==> config.mk <==
export PLATFORM = sky130hd
export DESIGN_NAME = cbm_ram
export DESIGN_NICKNAME = d
export VERILOG_FILES = /design/src/hw/rtl/cbm_ram.sv
export SDC_FILE = /design/constraint.sdc
export NUM_CORES = 1
export LEC_CHECK = 0
export ABC_AREA = 1
export BUFFER_PORTS_ARGS = -buffer_cell sky130_fd_sc_hd__buf_2
export CAP_MARGIN = 25
export CELL_PAD_IN_SITES_DETAIL_PLACEMENT = 1
export CELL_PAD_IN_SITES_GLOBAL_PLACEMENT = 1
export CORE_MARGIN = 2
export CORE_UTILIZATION = 35
export DETAILED_ROUTE_END_ITERATION = 8
export PLACE_DENSITY = 0.72
export SKIP_CTS_REPAIR_TIMING = 1
export SYNTH_ARGS = -nofsm -noshare
export SYNTH_HDL_FRONTEND = slang
export SYNTH_SLANG_ARGS = --single-unit
export TNS_END_PERCENT = 10
==> constraint.sdc <==
create_clock -name clk -period 1.55 [get_ports clk]
set_input_delay 0.0775 -clock clk [delete_from_list [all_inputs] [get_ports clk]]
set_output_delay 0.0775 -clock clk [all_outputs]
set_load 0.05 [all_outputs]
==> src/hw/rtl/cbm_ram.sv <==
module cbm_ram #(
    parameter int WIDTH = 8,
    parameter int DEPTH = 16
) (
    input  logic                     clk,
    input  logic                     we,
    input  logic [$clog2(DEPTH)-1:0] waddr,
    input  logic [WIDTH-1:0]         wdata,
    input  logic                     re,
    input  logic [$clog2(DEPTH)-1:0] raddr,
    output logic [WIDTH-1:0]         rdata
);

    logic [WIDTH-1:0] mem [DEPTH];
    logic [WIDTH-1:0] rdata_reg;

    always_ff @(posedge clk)
    begin
        if (we)
        begin
            mem[waddr] <= wdata;
        end
        if (re)
        begin
            rdata_reg <= mem[raddr];
        end
    end

    assign rdata = rdata_reg;

endmodule

[Yosys cells after proc, flatten, opt, wreduce, memory -nomap -nowiden]
Memory sizes are Yosys's and may differ from the RTL's. A register that Yosys moved wholly into a read port is not among the register bits.
Cells that the tools add are included.
Cells by class
  muxes and demuxes: 2
Operators with widths (count)
  2-to-1 mux 1 bit: 2
Storage, ports and cells
  register bits: 0
  memory bits (writable): 128
  input port bits: 19
  output and inout bits: 8
  word-level logic and storage cells: 3
  memories: 1
Memory list
  mem: depth 16, width 8, read ports 1, clocked after memory_dff 1, write ports 1, line 14  | logic [WIDTH-1:0] mem [DEPTH];

[Depth between registers and ports, before layout]
Gate-level depths: netlist (run 1).
  depth after elaboration: 2
  depth in mapped cells: 8
  depth with buffers taken out: 7

[Least setup slack after synthesis (run 1)]
Ideal clock, no wire load.
  path type: in2reg
  start: input port waddr[2]
  end: memory mem[10][0], enable pin
  setup time: 0.370 ns
  arrival time: 0.658 ns
  required time: 1.180 ns
  path slack: 0.522 ns
  stages: 2
  path buffers: 0
  cells stage by stage: nand3b_1 > nor2_1
RTL lines
  start: declaration: line 7  | input logic [$clog2(DEPTH)-1:0] waddr,
  end: declaration: line 14
Straight into the memory's write port.

==> reports/results.tsv, run 1 <==
metric	value	unit
grt_max_degree	65	
cts_max_level	4	
fmax	844	MHz
hold_viol_final	0	
post_dp_cell_area	6290	sq um
grt_pass1_vias	4183	
grt_pass1_wl	23500	um
synthTopCellsByArea	edfxtp_1 (70%), nand2_1 (11%), nand3_1 (8.3%)	
gp_congestion	0.851	
core_area	16500	sq um
drt_wl_total	14800	um
drv_slew	0	
slowest_delay	0.38	ns
slew_headroom	56.6	%
rsz0062_at_grt	no	
hp-class	input port to flip-flop	
cts-root-buf	clkbuf_16	
numCtsBuffers	17	
critical_path.slowest_cell	edfxtp_1	
startpoint_type	flip-flop	
synth_area	5850	sq um
arrival	1.35	ns
layout_commonest_cell	nand2_1	
leakage	2.90	nW
stdcell_area	6760	sq um
antenna_found_initial	0	
finalSetupViolCount	0	
worstSetupPathType	flip-flop to flip-flop	
finalCritPeriodShare	76.5	%
fin_nets	613	
dr.pass1.iters	4	
cts_tree	yes	
critical_path.max_fanout	1	
grt_usage	17.9	%
syn_area_per_cell	10.6	sq um
yosysUniqueCellTypes	11	
seq_area_frac_synth	69.8	%
largest_reg_flops	128	
drc	0	
syn_inst	551	
layout_min_cycle_time	1.19	ns
grt_overflow	0	
vdd_ir_drop_max	0.806	mV
worstMarginPinSlew	0.650	ns
path_clk_slew	0.05	ns
layout_common_cells	nand2_1 (173), edfxtp_1 (136), inv_1 (100), nand3_1 (97), buf_2 (26)	
synth_nets	570	
vias	3970	
via_per_inst	4.82	
die_area	17800	sq um
die_h	133	um
crit_path_frequent_cell	nand2_1	
io_buffer_count	26	
cts.sinks	136	
final.setup.tns	0	ns
rows	47	
layout-drive-gt1-share	11.8	%
synth_seq_cells	136	
synth_top_area_share	69.8	%
skew	0.00473	ns
cts_buffer_depth	2	
initial_core_util	35.5	%
endpoint_kind	flip-flop	
area_growth	15.7	%
cp_cell_sequence	nand2_1 > nand2_1 > nand2_1 > nand3_1 > nand3_1 > nand2_1	
detail-route-antenna-nets	0	
clock_latency	0.42	ns
status	finished clean	
dpl.hpwl	9450	um
wl_per_cell	18.0	um
synth_largest_area_cell	edfxtp_1	
finalPower	8.08	mW
final_util	41.1	%
required	1.72	ns
p_per_area	1190	nW/um^2
antenna_cells	0	
io_pins	27	
cap_violations	0	
holdWs	0.0269	ns
first_iter_violations	298	
die_w	133	um
ys_warn_count	0	
-- per-layer routing --
metal / vias to the layer above / track usage, % / share of wire [%]
met2: 79 / 29.4 / 49
li1: 1864 / - / -
met1: 2005 / 23.6 / 45
met3: 22 / 3.96 / 5.0
met4: 0 / 6.03 / 1.5
met5: - / 0 / 0
-- cells by family (layout without fill, tap and decap cells) --
group / count (synthesis) / count (layout) / share of synthesized area (%)
DFF: 136 / 136 / 69.8
buffers and inverters: 126 / 179 / 9.39
and+or+nand+nor: 289 / 289 / 20.8
-- synth_stat cells (all sizes together) --
library cell and instances:
nand3b 2, inv 102, nand3 97, edfxtp 136
nand2 173, buf 24, nor2 17
-- path summary, 6_finish.rpt --
path / from / endpoint / slack (ns) / depth (start not counted)
worst max-delay path: mem[3][6]$_DFFE_PP_ / rdata[6]$_DFFE_PP_ / 0.36 / 6
worst min-delay path: re / rdata[2]$_DFFE_PP_ / 0.03 / 1
worst max register to register: mem[3][6]$_DFFE_PP_ / rdata[6]$_DFFE_PP_ / 0.36 / 6
worst min register to register: mem[14][4]$_DFFE_PP_ / rdata[4]$_DFFE_PP_ / 0.76 / 6
-- stage by stage --
| stage | instances | setup slack [ns] |
|---|---|---|
| after floorplan | 551 | 0.522 |
| after global placement | 795 | 0.253 |
| after detailed placement | 795 | 0.189 |
| after CTS | 824 | 0.372 |
| after global routing | 824 | 0.311 |
| final | 824 | 0.365 |
-- power breakdown --
group,switching (mW),total [mW],internal (mW)
sequential,0.0254,4.17,4.15
combinational,0.428,0.580,0.152
clock,1.35,3.32,1.97
-- worst max-delay path, delay by kind of cell (launching register included) --
kind	cells	cell delay, ns
flops	1	0.38
simple gates	6	0.55
-- cell type report --
cell class | count | area, sq um
fillers | 1845 | 9700
flip-flops and latches | 136 | 4080
multi-input cells | 289 | 1210
clock buffers | 21 | 440
inverters | 102 | 383
repair buffers | 48 | 333
well taps | 220 | 275
clock inverters | 8 | 35.0
(Power assumes the default switching activity.)
==> run 2, diff against run 1 <==
- clock period: 1.55 -> 1.1 ns (I/O delays scaled with it)
==> run 2 against run 1 <==
  * The flow now finishes with violations (negative setup slack)
  * Register-to-register slack worse by 0.37 ns
  * Wire length increased by 4.8%
  * Clock power is 79% higher
  * Die area stayed put
  * Critical path depth down 5
  * Final area is 8.3% higher
  * Non-clock buffer count rose by 9
  * Highest routed layer unchanged
==> reports/results.tsv, run 2 (same netlist as run 1, synthesis figures left out) <==
metric	value	unit	change
layout_common_cells	nand2_1 (169), edfxtp_1 (136), inv_1 (96), nand3_2 (52), nand3_1 (45)		
cts-root-buf	clkbuf_16		
detail-route-antenna-nets	0		unchanged
area_growth	25.3	%	
endpoint_kind	output port		
hp-start	wdata[4]		
clock_latency	0.43	ns	about the same
cts.sinks	136		unchanged
layout_min_cycle_time	1.13	ns	
crit_family	flip-flops		
grt_max_degree	46		-29%
grt_pass1_vias	4156		-0.65%
path_clk_slew	0.06	ns	about the same
io_buffer_count	26		unchanged
critical_path.max_fanout	1		unchanged
violations	negative setup slack		
antenna_cells	0		unchanged
layout-drive-gt1-share	24.0	%	+12 points
critical_path.slowest_cell	edfxtp_1		
dr.pass1.iters	4		unchanged
final_cells	836		+1.5%
numCtsBuffers	17		unchanged
post_dp_cell_area	6410	sq um	+1.9%
io_pins	27		unchanged
via_per_inst	4.77		-0.91%
arrival	1.07	ns	-0.28 ns
first_iter_violations	392		+32%
drv_slew	0		unchanged
cap_violations	0		unchanged
finalCritPeriodShare	102	%	
cts_max_level	4		unchanged
p_per_area	1750	nW/um^2	+46%
gp_congestion	0.824		-3.1%
grt_pass1_wl	23900	um	+1.7%
slew_headroom	69.7	%	+13 points
holdWs	0.0386	ns	+0.0116 ns
hp-class	input port to flip-flop		
final_util	44.5	%	+3.4 points
grt_usage	18.5	%	+0.62 points
rr_endpoint	rdata[0]$_DFFE_PP_		
wl_per_cell	18.6	um	+3.3%
core_area	16500	sq um	unchanged
worst_r2r_path_depth	6		unchanged
die_area	17800	sq um	unchanged
worst-path-buf-inv	1		+1
required	1.04	ns	-0.68 ns
regToRegStartpoint	mem[13][0]$_DFFE_PP_		
slowest_delay	0.45	ns	+0.07 ns
hold_depth	1		unchanged
fmax	887	MHz	
initial_core_util	35.5	%	unchanged
dpl.hpwl	9980	um	+5.5%
r2r_setup_slack	-0.01	ns	-0.37 ns
vias	3991		+0.53%
worstMarginPinSlew	0.454	ns	-0.196 ns
cts_buffer_depth	2		unchanged
hold_viol_final	0		unchanged
fin_nets	622		+1.5%
die_h	133	um	unchanged
rows	47		unchanged
antenna_found_initial	0		unchanged
finalSetupViolCount	5		+5
hold_path_end	mem[12][4]$_DFFE_PP_		
leakage	3.12	nW	+7.8%
startpoint_type	flip-flop		
cp_cell_sequence	buf_6		
status	finished, violations left		
fin_ws	-0.0270	ns	-0.392 ns
drc	0		unchanged
die_w	133	um	unchanged
stdcell_area	7330	sq um	+8.3%
largest_reg_flops	128		unchanged
final.setup.tns	-0.0738	ns	-0.0738 ns
rsz0062_at_grt	yes		
worstSetupPathType	flip-flop to output port		
cts_tree	yes		
layout_commonest_cell	nand2_1		
fillers	1787		-3.1%
skew	0.00599	ns	+0.00126 ns
vdd_ir_drop_max	1.28	mV	+59%
drt_wl_total	15600	um	+4.8%
grt_overflow	0		unchanged
placed_cells	803		+1.0%
-- run 2: area by class of cell --
class	instances	area [sq um]	share of cell area (%)
clock inverters	14	181	2.48
multi-input cells	289	1480	20.3
well taps	220	275	3.76
flip-flops and latches	136	4080	55.7
clock buffers	18	429	5.86
inverters	102	383	5.23
repair buffers	57	490	6.69
-- run 2: per-layer routing --
layer  GRT usage [%]  vias to the layer above  wire, um
li1                -                     1889         -
met1            24.2                     1971      6810
met2            29.5                       97      7600
met3            3.69                       34       662
met4            9.16                        0       475
met5               0                        -         0
-- run 2: through the flow --
step | total power [mW] | worst slack (ns)
after floorplan | 6.47 | 0.0942
after global placement | 6.83 | -0.120
after detailed placement | 6.87 | -0.209
after CTS | 12.8 | -0.109
after global routing | 13.2 | -0.0710
final | 12.8 | -0.0270
-- run 2: report_power, final --
group          internal (mW)  switching (mW)  leakage [nW]  total, mW
sequential              5.84          0.0404          1.24       5.88
clock                   3.76            2.17         0.285       5.93
combinational          0.307           0.683          1.60      0.990
total                   9.90            2.90          3.12       12.8
-- run 2: how the worst max path moves through the flow --
| stage | start | to | slack (ns) | cells past startpoint |
|---|---|---|---|---|
| 2_1_floorplan | waddr[3] | mem[4][0]$_DFFE_PP_ | 0.09 | 2 |
| 3_3_place_gp | raddr[0] | rdata[0]$_DFFE_PP_ | -0.12 | 8 |
| 3_5_place_dp | raddr[0] | rdata[4]$_DFFE_PP_ | -0.21 | 8 |
| 4_1_cts | mem[9][4]$_DFFE_PP_ | rdata[4]$_DFFE_PP_ | -0.11 | 6 |
| 5_1_grt | mem[5][0]$_DFFE_PP_ | rdata[0]$_DFFE_PP_ | -0.07 | 6 |
| 6_report | rdata[0]$_DFFE_PP_ | rdata[0] | -0.03 | 1 |
==> run 3, diff against run 2 <==
- ABC_AREA: 1 -> unset
- PLACE_DENSITY: 0.72 -> 0.67
==> run 3 against run 2 <==
  * Clock power up 0.7%
  * Area after synthesis down 11%
  * Wire length down 31%
  * Total power down 2.0%
  * Largest power group unchanged
  * Clock skew up 0.00056 ns
  * Non-clock buffer count up 1
  * Flip-flop and latch count unchanged
  * Critical path depth up 2
  * Critical path type is now flip-flop to flip-flop
  * Largest cell class unchanged
  * The run still ends with negative setup slack left
  * Final cell count down 41%
  * Synthesized cell count down 58%
==> reports/results.tsv, run 3 <==
metric	value	unit	change
die_w	126	um	-5.3%
numCtsBuffers	17		unchanged
finalSetupViolCount	9		+4
cts_tree	yes		
dr.pass1.iters	4		unchanged
clock_latency	0.41	ns	-0.02 ns
vias	2497		-37%
synth_top_area_share	78.1	%	+8.3 points
required	1.25	ns	+0.21 ns
largest_reg_flops	128		unchanged
grt_overflow	0		unchanged
yosysUniqueCellTypes	18		+7
wl_per_cell	21.6	um	+16%
seq_area_frac_synth	78.1	%	+8.3 points
grt_pass1_vias	2763		-34%
critical_path.max_fanout	1		unchanged
io_buffer_count	26		unchanged
cts_max_level	4		unchanged
async_flop_share	0	%	unchanged
cap_violations	0		unchanged
antenna_found_initial	0		unchanged
grt_max_degree	24		-48%
leakage	2.14	nW	-32%
ys_warn_count	0		unchanged
r2r_setup_slack	-0.31	ns	-0.30 ns
fin_nets	315		-49%
initial_core_util	35.8	%	+0.32 points
via_per_inst	5.06		+6.1%
status	finished, violations left		
fmax	707	MHz	-20%
layout_commonest_cell	edfxtp_1		
die_area	15900	sq um	-10%
finalCritPeriodShare	129	%	+26 points
synth_seq_cells	136		unchanged
slew_headroom	41.9	%	-28 points
syn_inst	229		-58%
stdcell_area	6450	sq um	-12%
cts.sinks	136		unchanged
finalPower	12.5	mW	-2.0%
synth_nets	248		-56%
p_per_area	1950	nW/um^2	+11%
violations	negative setup slack		
worstSetupPathType	flip-flop to flip-flop		
hp-class	input port to flip-flop		
path_clk_slew	0.06	ns	about the same
rows	44		-6.4%
detail-route-antenna-nets	0		unchanged
place_ws	-0.528	ns	-0.319 ns
syn_area_per_cell	22.8	sq um	+120%
layout_common_cells	edfxtp_1 (136), mux4_2 (32), buf_4 (28), buf_2 (25), clkbuf_16 (17)		
first_iter_violations	229		-42%
dpl.hpwl	7160	um	-28%
vdd_ir_drop_max	1.09	mV	-15%
synth_edf_count	136		unchanged
drc	0		unchanged
arrival	1.57	ns	+0.50 ns
drv_slew	0		unchanged
post_dp_cell_area	5760	sq um	-10%
synth_largest_area_cell	edfxtp_1		
synth_area	5230	sq um	-11%
area_growth	23.3	%	
skew	0.00655	ns	+0.000561 ns
slowest_delay	0.48	ns	+0.03 ns
gp_congestion	0.736		-11%
cts-root-buf	clkbuf_16		
cts_buffer_depth	2		unchanged
drt_wl_total	10700	um	-31%
core_area	14600	sq um	-11%
worst_r2r_path_depth	3		-3
startpoint_type	flip-flop		
grt_usage	14.5	%	-4.0 points
hold_viol_final	0		unchanged
layout_min_cycle_time	1.41	ns	+0.288 ns
synthTopCellsByArea	edfxtp_1 (78%), mux4_2 (7.8%), mux4_1 (7.0%)		
antenna_cells	0		unchanged
endpoint_kind	flip-flop		
ys.flop_type	edfxtp_1		
fin_ws	-0.315	ns	-0.288 ns
yosysMostFrequentCell	edfxtp_1		
io_pins	27		unchanged
hold_depth	1		unchanged
cp_cell_sequence	mux4_2 > a22oi_2 > nand2_2		
rsz0062_at_grt	yes		
synth_common_cells	edfxtp_1 (136), mux4_2 (18), a22oi_1 (16), mux4_1 (14), nor2_1 (13)		
die_h	126	um	-5.3%
grt_pass1_wl	16700	um	-30%
worstMarginPinSlew	0.869	ns	+0.415 ns
layout-drive-gt1-share	44.3	%	+20 points
critical_path.slowest_cell	mux4_2		
[run 3: power breakdown]
part	switching, mW	internal, mW
Combinational	0.427	0.277
Sequential	0.0316	5.84
Clock	2.17	3.80
[run 3: layout make-up]
class / instances / area, sq um
fill: 1338 / 8140
sequential: 136 / 4080
multi-input combinational: 83 / 1080
timing repair buffer: 58 / 427
clock buffer: 17 / 425
tap: 184 / 230
clock inverter: 15 / 201
[run 3: stage by stage]
stage,utilization (%),setup TNS (ns),hold slack [ns],cells
6_report,44.2,-2.35,0.0251,493
2_1_floorplan,-,-4.71,0.154,229
4_1_cts,43.8,-2.91,0.0109,493
3_3_place_gp,39.5,-12.36,0.438,461
5_1_grt,44.2,-2.77,0.0122,493
3_5_place_dp,39.5,-17.15,0.445,461
[run 3: final timing paths]
kind                             start                  to
setup / recovery   mem[0][0]$_DFFE_PP_  rdata[0]$_DFFE_PP_
hold / removal                      re  rdata[5]$_DFFE_PP_
setup reg to reg   mem[0][0]$_DFFE_PP_  rdata[0]$_DFFE_PP_
hold reg to reg   mem[15][3]$_DFFE_PP_  rdata[3]$_DFFE_PP_
[run 3: metal layers]
metal	vias up	share of wire, %	global-route usage (%)
li1	1105	-	-
met1	1314	46	19.7
met2	65	49	22.4
met3	13	4.2	3.61
met4	0	1.2	5.82
met5	-	0	0
[run 3: kinds of logic after synthesis]
family	Yosys count	synth area share, %
AND/OR/NAND/NOR	35	3.14
buffers and inverters	10	1.65
AO/OA/AOI/OAI	16	2.30
flip-flops	136	78.1
multiplexers	32	14.8
[run 3: worst max-delay path, delay by kind of cell (launching register included)]
kind | cells | cell delay (ns)
DFF | 1 | 0.36
AOI/OAI and AO/OA | 1 | 0.22
and+or+nand+nor | 1 | 0.09
muxes | 1 | 0.48
